===== src/rtl/core/vif_pkg.sv =====
// shared types, constants and helpers of the velocity integrator
package vif_pkg;

  localparam int unsigned DW       = 32;
  localparam int unsigned DT_W     = 16;
  localparam int unsigned LIM_W    = 31;
  localparam int unsigned ADDR_W   = 5;
  localparam int unsigned DEADBAND = 1;

  localparam logic [LIM_W-1:0] FULL_SCALE = '1;

  typedef enum logic [1:0] {
    FN_TICK    = 2'd0,
    FN_IMPULSE = 2'd1,
    FN_SET     = 2'd2,
    FN_STOP    = 2'd3
  } vif_func_t;

  typedef enum logic [2:0] {
    REG_FORCE_X     = 3'd0,
    REG_FORCE_Y     = 3'd1,
    REG_MASS        = 3'd2,
    REG_GRAVITY_X   = 3'd3,
    REG_GRAVITY_Y   = 3'd4,
    REG_FRICTION    = 3'd5,
    REG_MAX_SPEED_X = 3'd6,
    REG_MAX_SPEED_Y = 3'd7
  } vif_reg_t;

  typedef enum logic [3:0] {
    ST_IDLE,
    ST_ACC,
    ST_DV,
    ST_SUM,
    ST_FRIC,
    ST_LIM,
    ST_PROD,
    ST_MOVE,
    ST_DONE
  } vif_state_t;

  // per-cycle step enables from the sequencer to both lanes
  typedef struct packed {
    logic load;
    logic acc;
    logic dv;
    logic sum;
    logic fric;
    logic lim;
    logic prod;
    logic move;
  } vif_lane_ctrl_t;

  // saturate a 33-bit signed sum to 32 bits
  function automatic logic [DW-1:0] sat33(input logic [DW:0] v);
    logic [DW-1:0] r;
    if (v[DW] != v[DW-1]) begin
      r = v[DW] ? {1'b1, {(DW-1){1'b0}}} : {1'b0, {(DW-1){1'b1}}};
    end else begin
      r = v[DW-1:0];
    end
    return r;
  endfunction

endpackage


===== src/rtl/core/vif_div.sv =====
// radix-2 restoring divider for force*65536/mass, saturated to 32 bits
module vif_div (
  input  logic                          clk,
  input  logic                          rst_n,
  input  logic                          start,
  input  logic signed [vif_pkg::DW-1:0] force_val,
  input  logic [vif_pkg::DW-1:0]        mass,
  output logic                          busy,
  output logic signed [vif_pkg::DW-1:0] quo
);
  import vif_pkg::*;

  localparam int unsigned QW    = DW + 16;
  localparam int unsigned CNT_W = $clog2(QW);
  localparam logic [QW-1:0] NEG_LIM = QW'(1) << (DW - 1);

  logic [CNT_W-1:0] cnt_r, cnt_nxt;
  logic             run_r, run_nxt;
  logic             fin_r, fin_nxt;
  logic [DW-1:0]    rem_r, rem_nxt;
  logic [QW-1:0]    dvd_r, dvd_nxt;
  logic             neg_r, neg_nxt;
  logic [DW-1:0]    div_r, div_nxt;
  logic [DW-1:0]    quo_r, quo_nxt;

  logic [DW:0]      rem_sh;
  logic [DW+1:0]    diff;
  logic             qbit;
  logic [DW-1:0]    fmag;

  assign fmag   = force_val[DW-1] ? (~force_val + DW'(1)) : force_val;
  assign rem_sh = {rem_r, dvd_r[QW-1]};
  assign diff   = {1'b0, rem_sh} - {2'b00, div_r};
  assign qbit   = ~diff[DW+1];

  always_comb begin
    cnt_nxt = cnt_r;
    run_nxt = run_r;
    fin_nxt = 1'b0;
    rem_nxt = rem_r;
    dvd_nxt = dvd_r;
    neg_nxt = neg_r;
    div_nxt = div_r;
    quo_nxt = quo_r;
    priority if (start) begin
      cnt_nxt = '0;
      run_nxt = 1'b1;
      rem_nxt = '0;
      dvd_nxt = {fmag, 16'h0000};
      neg_nxt = force_val[DW-1];
      // zero mass counts as the smallest mass
      div_nxt = (mass == '0) ? DW'(1) : mass;
    end else if (run_r) begin
      rem_nxt = qbit ? diff[DW-1:0] : rem_sh[DW-1:0];
      dvd_nxt = {dvd_r[QW-2:0], qbit};
      cnt_nxt = cnt_r + CNT_W'(1);
      if (cnt_r == CNT_W'(QW - 1)) begin
        run_nxt = 1'b0;
        fin_nxt = 1'b1;
      end
    end else if (fin_r) begin
      if (!neg_r) begin
        quo_nxt = (|dvd_r[QW-1:DW-1]) ? {1'b0, {(DW-1){1'b1}}} : dvd_r[DW-1:0];
      end else begin
        quo_nxt = (dvd_r > NEG_LIM) ? {1'b1, {(DW-1){1'b0}}}
                                    : (~dvd_r[DW-1:0] + DW'(1));
      end
    end else begin
      quo_nxt = quo_r;
    end
  end

  always_ff @(posedge clk) begin
    if (!rst_n) begin
      run_r <= 1'b0;
      fin_r <= 1'b0;
      quo_r <= '0;
    end else begin
      run_r <= run_nxt;
      fin_r <= fin_nxt;
      quo_r <= quo_nxt;
    end
    cnt_r <= cnt_nxt;
    rem_r <= rem_nxt;
    dvd_r <= dvd_nxt;
    neg_r <= neg_nxt;
    div_r <= div_nxt;
  end

  assign busy = run_r | fin_r;
  assign quo  = quo_r;

endmodule


===== src/rtl/core/vif_lane.sv =====
// one axis lane: speed state, tick datapath and its force/mass quotient
module vif_lane (
  input  logic                          clk,
  input  logic                          rst_n,
  input  vif_pkg::vif_lane_ctrl_t       ctrl,
  input  vif_pkg::vif_func_t            func,
  input  logic [vif_pkg::DT_W-1:0]      time_step,
  input  logic signed [vif_pkg::DW-1:0] vec,
  input  logic signed [vif_pkg::DW-1:0] force_val,
  input  logic [vif_pkg::DW-1:0]        mass,
  input  logic signed [vif_pkg::DW-1:0] grav,
  input  logic [vif_pkg::LIM_W-1:0]     friction,
  input  logic [vif_pkg::LIM_W-1:0]     limit,
  input  logic                          limited,
  input  logic                          div_start,
  output logic                          div_busy,
  output logic signed [vif_pkg::DW-1:0] speed,
  output logic signed [vif_pkg::DW-1:0] move
);
  import vif_pkg::*;

  localparam int unsigned PW = DW + DT_W;

  logic [DW-1:0]    quo;
  logic [DT_W-1:0]  dt_r, dt_nxt;
  logic [DW-1:0]    speed_r, speed_nxt;
  logic [DW-1:0]    move_r, move_nxt;
  logic [DW-1:0]    acc_r, acc_nxt;
  logic [LIM_W-1:0] fdt_r, fdt_nxt;
  logic [LIM_W-1:0] dvm_r, dvm_nxt;
  logic             dvneg_r, dvneg_nxt;
  logic [DW-1:0]    s1_r, s1_nxt;
  logic [DW-1:0]    s2_r, s2_nxt;
  logic [DW-1:0]    s3_r, s3_nxt;
  logic [LIM_W-1:0] pm_r, pm_nxt;
  logic             pneg_r, pneg_nxt;

  logic [PW-2:0]    fdt_prod;
  logic [DW-1:0]    acc_mag;
  logic [PW-1:0]    dv_prod;
  logic [DW:0]      dv_ext;
  logic [DW:0]      sub33;
  logic [DW:0]      add33;
  logic [DW:0]      mag33;
  logic             lt_db;
  logic signed [DW:0] tt33;
  logic signed [DW:0] lim33;
  logic [DW-1:0]    s3_mag;
  logic [PW-1:0]    pm_prod;
  logic [DW-1:0]    db_prod;
  logic             db_hit;

  vif_div u_div (
    .clk       (clk),
    .rst_n     (rst_n),
    .start     (div_start),
    .force_val (force_val),
    .mass      (mass),
    .busy      (div_busy),
    .quo       (quo)
  );

  // acceleration and friction per step
  assign acc_nxt  = sat33({quo[DW-1], quo} + {grav[DW-1], grav});
  assign fdt_prod = (PW-1)'(friction) * (PW-1)'(dt_r);
  assign fdt_nxt  = fdt_prod[PW-2:16];

  // velocity change, magnitude times dt, sign restored later
  assign acc_mag   = acc_r[DW-1] ? (~acc_r + DW'(1)) : acc_r;
  assign dv_prod   = PW'(acc_mag) * PW'(dt_r);
  assign dvm_nxt   = dv_prod[PW-2:16];
  assign dvneg_nxt = acc_r[DW-1];

  assign dv_ext = dvneg_r ? (~{2'b00, dvm_r} + (DW+1)'(1)) : {2'b00, dvm_r};
  assign s1_nxt = sat33({speed_r[DW-1], speed_r} + dv_ext);

  // friction toward zero, zero on overshoot
  assign sub33 = {s1_r[DW-1], s1_r} - {2'b00, fdt_r};
  assign add33 = {s1_r[DW-1], s1_r} + {2'b00, fdt_r};

  always_comb begin
    priority if (!s1_r[DW-1] && (s1_r != '0) && !sub33[DW] && (sub33 != '0)) begin
      s2_nxt = sub33[DW-1:0];
    end else if (s1_r[DW-1] && add33[DW]) begin
      s2_nxt = add33[DW-1:0];
    end else begin
      s2_nxt = '0;
    end
  end

  // limited mode: deadband on speed, then clamp to the limit
  assign mag33 = s2_r[DW-1] ? (~{s2_r[DW-1], s2_r} + (DW+1)'(1)) : {1'b0, s2_r};
  assign lt_db = mag33 < (DW+1)'(DEADBAND);
  assign tt33  = lt_db ? (DW+1)'(DEADBAND) : {s2_r[DW-1], s2_r};
  assign lim33 = {2'b00, limit};

  always_comb begin
    priority if (!limited) begin
      s3_nxt = s2_r;
    end else if (tt33 > lim33) begin
      s3_nxt = {1'b0, limit};
    end else if (tt33 < -lim33) begin
      s3_nxt = ~{1'b0, limit} + DW'(1);
    end else begin
      s3_nxt = tt33[DW-1:0];
    end
  end

  // displacement magnitude
  assign s3_mag   = s3_r[DW-1] ? (~s3_r + DW'(1)) : s3_r;
  assign pm_prod  = PW'(s3_mag) * PW'(dt_r);
  assign pm_nxt   = pm_prod[PW-2:16];
  assign pneg_nxt = s3_r[DW-1];

  // unlimited mode: deadband on displacement
  assign db_prod = DW'(DEADBAND) * DW'(dt_r);
  assign db_hit  = !limited && (pm_r < LIM_W'(DEADBAND));

  always_comb begin
    dt_nxt    = dt_r;
    speed_nxt = speed_r;
    move_nxt  = move_r;
    priority if (ctrl.load) begin
      dt_nxt   = time_step;
      move_nxt = '0;
      unique case (func)
        FN_TICK:    speed_nxt = speed_r;
        FN_IMPULSE: speed_nxt = sat33({speed_r[DW-1], speed_r} + {vec[DW-1], vec});
        FN_SET:     speed_nxt = vec;
        FN_STOP:    speed_nxt = '0;
      endcase
    end else if (ctrl.move) begin
      if (db_hit) begin
        speed_nxt = DW'(DEADBAND);
        move_nxt  = {{(DW-16){1'b0}}, db_prod[DW-1:16]};
      end else begin
        speed_nxt = s3_r;
        move_nxt  = pneg_r ? (~{1'b0, pm_r} + DW'(1)) : {1'b0, pm_r};
      end
    end else begin
      speed_nxt = speed_r;
    end
  end

  always_ff @(posedge clk) begin
    if (!rst_n) begin
      speed_r <= '0;
    end else begin
      speed_r <= speed_nxt;
    end
    dt_r   <= dt_nxt;
    move_r <= move_nxt;
    if (ctrl.acc) begin
      acc_r <= acc_nxt;
      fdt_r <= fdt_nxt;
    end
    if (ctrl.dv) begin
      dvm_r   <= dvm_nxt;
      dvneg_r <= dvneg_nxt;
    end
    if (ctrl.sum) begin
      s1_r <= s1_nxt;
    end
    if (ctrl.fric) begin
      s2_r <= s2_nxt;
    end
    if (ctrl.lim) begin
      s3_r <= s3_nxt;
    end
    if (ctrl.prod) begin
      pm_r   <= pm_nxt;
      pneg_r <= pneg_nxt;
    end
  end

  assign speed = speed_r;
  assign move  = move_r;

endmodule


===== config.mk =====
export PLATFORM = sky130hd
export DESIGN_NAME = vif_lane
export DESIGN_NICKNAME = d
export VERILOG_FILES = /design/src/rtl/core/vif_pkg.sv /design/src/rtl/core/vif_div.sv /design/src/rtl/core/vif_lane.sv
export SDC_FILE = /design/constraint.sdc
export NUM_CORES = 2
export LEC_CHECK = 0
export BUFFER_PORTS_ARGS = -buffer_cell sky130_fd_sc_hd__buf_2
export CAP_MARGIN = 20
export CORE_ASPECT_RATIO = 1.25
export CORE_MARGIN = 2
export CORE_UTILIZATION = 40
export DETAILED_ROUTE_END_ITERATION = 10
export GPL_ROUTABILITY_DRIVEN = 1
export SYNTH_ARGS = -nofsm -noshare
export SYNTH_HDL_FRONTEND = slang
export SYNTH_HIERARCHICAL = 1
export SYNTH_SLANG_ARGS = --single-unit
export TNS_END_PERCENT = 20

===== constraint.sdc =====
create_clock -name clk -period 10.9 [get_ports clk]
set_input_delay 0.545 -clock clk [delete_from_list [all_inputs] [get_ports clk]]
set_output_delay 0.545 -clock clk [all_outputs]
set_load 0.01 [all_outputs]

==> impl_results.md <==
* Layout area overhead at 7.37%
* DRT iter0 DRCs at 4,704
* CTS tree: yes
* Die Y at 503 um
* RSZ-0062 raised after global routing: false
* Final ANT Viol Nets at 0
* Clk slew on worst S/H paths at 0.06 ns
* Global-route wire length before repair at 381,000 um
* Vias in the first global route at 67,800
* Synth top area share at 31.1%
* Grt ovf at 0
* Most used DFF post-synth: edfxtp_1
* Fillers at 19,600
* Die W at 403 um
* Vias at 64,600
* Max clock buf depth at 3
* Core footprint at 0.199 mm2
* Final std cells w/o fill at 11,700
* Max cap viols at 0
* Clock H-tree levels at 2
* Crit share post-route at about nine tenths
* Post-Synth Adder-Cell Area at 41.1%
* Period minus WS final at a little under 10 ns
* Skew-Pair Late Insertion Delay at between 0.6 and 0.7 ns
* Routability cong. at 0.939
* Final Hold Viols at 0
* Portion of netlist area occupied by mux cells at 0.431%
* CP Data Arrival Time at just over 10 ns
* DIE AREA at 0.203 mm2
* Total setup buffers inserted after CTS at 0
* # resized after CTS at 0
* Crit path launch type: flop
* CP top delay family: simple AND/OR/NAND/NOR gates
* Yosys reg bits at between 400 and 500
* Synth Area in Simple Gates at ~17%
* Status: finished clean
* CP max stage delay at 0.52 ns
* Synth Warn # at 6
* Critical Path End Type: flop
* Least-Margin Pin Slew at 1.13 ns
* # port buffers at 284
* Most common cell in the netlist: inv_1
* I/O pin count at 285
* Sink Count at ~460
* Total negative slack at 0 ns
* Routed WL at 242,000 um
* XOR/XNOR share of the synthesized area at 4.38%
* Final setup fails at 0
* Fin nets at between 10,000 and 15,000
* Compound-Gate Fraction of Synth Area at roughly an eighth
* Dominant cells by area after synthesis: fa_1 31%, edfxtp_1 11%, ha_1 9.5%
* Final Max Slew Viols at 0
* Area leader, netlist: fa_1
* Vias per std cell at 5.52
* Share of layout cells above drive strength 1 at between 6 and 7%
* CP Class: reg2reg
* Post-Synthesis Cells at 9,071
* Largest family of logic cells by synthesized area: adder cells
* Mean Syn Cell Area at 8.79 um2
* Total Routing Usage GR at a little under a quarter
* Root buffer cell: clkbuf_16
* Post-synth net total at 11,100
* Cell Rows at 183
* FMAX at 0.102 GHz
* Asr flop ratio synth at 0%
* Clk_skew at 0.0301 ns
* TritonCTS Buffers at 56
* Hold Path Class: in2reg
* Initial cell density of the core at approximately 40%
* Critical Path Fanout Max at 11
* Crit path buffers/inverters at 5
* CP max-delay cell: or3_1
* Most frequent CP cell: fa_1
* Cells after DPL at 11,600
* Remaining DRCs at 0
* Top post-synthesis cells by count: 1,476 x inv_1, 1,308 x nand2_1, 1,241 x fa_1, 604 x ha_1, 554 x and2_1
* 1st-pass router iterations at 8
* Initial antenna violation count at 35
* Maximum number of pins on one net before global-route repair at 96
* Post-synthesis sequential area ratio at 15.3%
* Synthesized area at 0.0798 mm2
* Final hold slack at 0.0492 ns
* Cts hold-fix bufs at 1
* Post-synth cell types at 101
* Pre-CTS setup slack at 1.10 ns
* Slew margin rel. at 24.8%
* Final WS setup at 1.07 ns
* HPWL Detailed at 184,000 um
* Wire per inst at 20.7 um
* Critical Path RT at 11.32 ns
* Post-synth EDFFs at 304
## worst register-to-register path: cells and delay by family (launching register included)
family                   cells  cell delay, ns
XOR/XNOR                     2            0.48
adder cells (fa/ha/maj)      7            3.13
AO/OA/AOI/OAI                8            1.78
AND/OR/NAND/NOR             10            3.20
buffers and inverters        5            0.54
flip-flops                   1            0.45
## placed cells by master (no fill, tap or decap), types with 45 or more instances in the layout
cell       instances
a21o_1           114
a21oi_1          375
a31oi_1           64
and2_1           554
buf_2            283
buf_4            122
clkbuf_16         56
dfxtp_1          151
edfxtp_1         304
fa_1            1241
ha_1             604
inv_1           1476
nand2_1         1308
nand2b_1          45
nand3_1           89
nand4_1           60
nor2_1           362
nor2b_1           73
nor3_1            96
nor4_1            52
o21ai_0          306
o21bai_1          48
o31ai_1           77
xnor2_1          287
xor2_1           103
## cells by family after synthesis
family | count (synthesis)
adder cells (fa/ha/maj) | 1883
buffers and inverters | 1964
flip-flops | 456
multiplexers | 34
AND/OR/NAND/NOR | 2842
AO/OA/AOI/OAI | 1493
XOR/XNOR | 399
## state kept, by name, summed over array words and instances (netlist names)
name         flops
acc_r           32
dt_r            16
dvm_r           31
dvneg_r          1
fdt_r           31
move            32
pm_r            31
pneg_r           1
s1_r            32
s2_r            32
s3_r            32
speed           32
u_div/cnt_r      6
u_div/div_r     32
u_div/dvd_r     48
u_div/fin_r      1
u_div/neg_r      1
u_div/quo       32
u_div/rem_r     32
u_div/run_r      1
## routing by layer
layer  wire length, um  share of wire (%)  GRT usage [%]  vias to the layer above
met5               217              0.090              0                        -
li1                  -                  -              -                    29400
met3             15500                6.4           2.97                      515
met1             97700                 40           29.7                    32400
met2            119000                 49           42.0                     2297
met4              9890                4.1           9.06                       34
## worst paths after layout
check	start	end	slack (ns)	cells past startpoint
worst max-delay path	s3_r[3]	pm_r[30]	1.07	32
worst min-delay path	time_step[5]	dt_r[5]	0.05	1
worst max register to register	s3_r[3]	pm_r[30]	1.07	32
worst min register to register	move[14]	move[14]	0.45	2
## stage by stage
| step | util, % | area [um2] |
|---|---|---|
| floorplan | - | 79800 |
| global placement | 42.2 | 83700 |
| CTS | 43.1 | 85600 |
| finish | 43.1 | 85600 |
| detailed placement | 42.2 | 83800 |
| global route | 43.1 | 85600 |
## area by class of cell
type / instances / area [um2] / share of cell area (%)
Antenna cell: 7 / 17.5 / 0.0205
Clock buffer: 80 / 1570 / 1.83
Clock inverter: 26 / 269 / 0.314
Inverter: 1478 / 5550 / 6.48
Multi-Input combinational cell: 6651 / 60300 / 70.4
Sequential cell: 456 / 12200 / 14.2
Tap cell: 2590 / 3240 / 3.78
Timing Repair Buffer: 417 / 2570 / 3.00
Power is left out: the tool's default activity adds up to more than one toggle a clock period on the data nets, which glitch-free logic cannot reach.
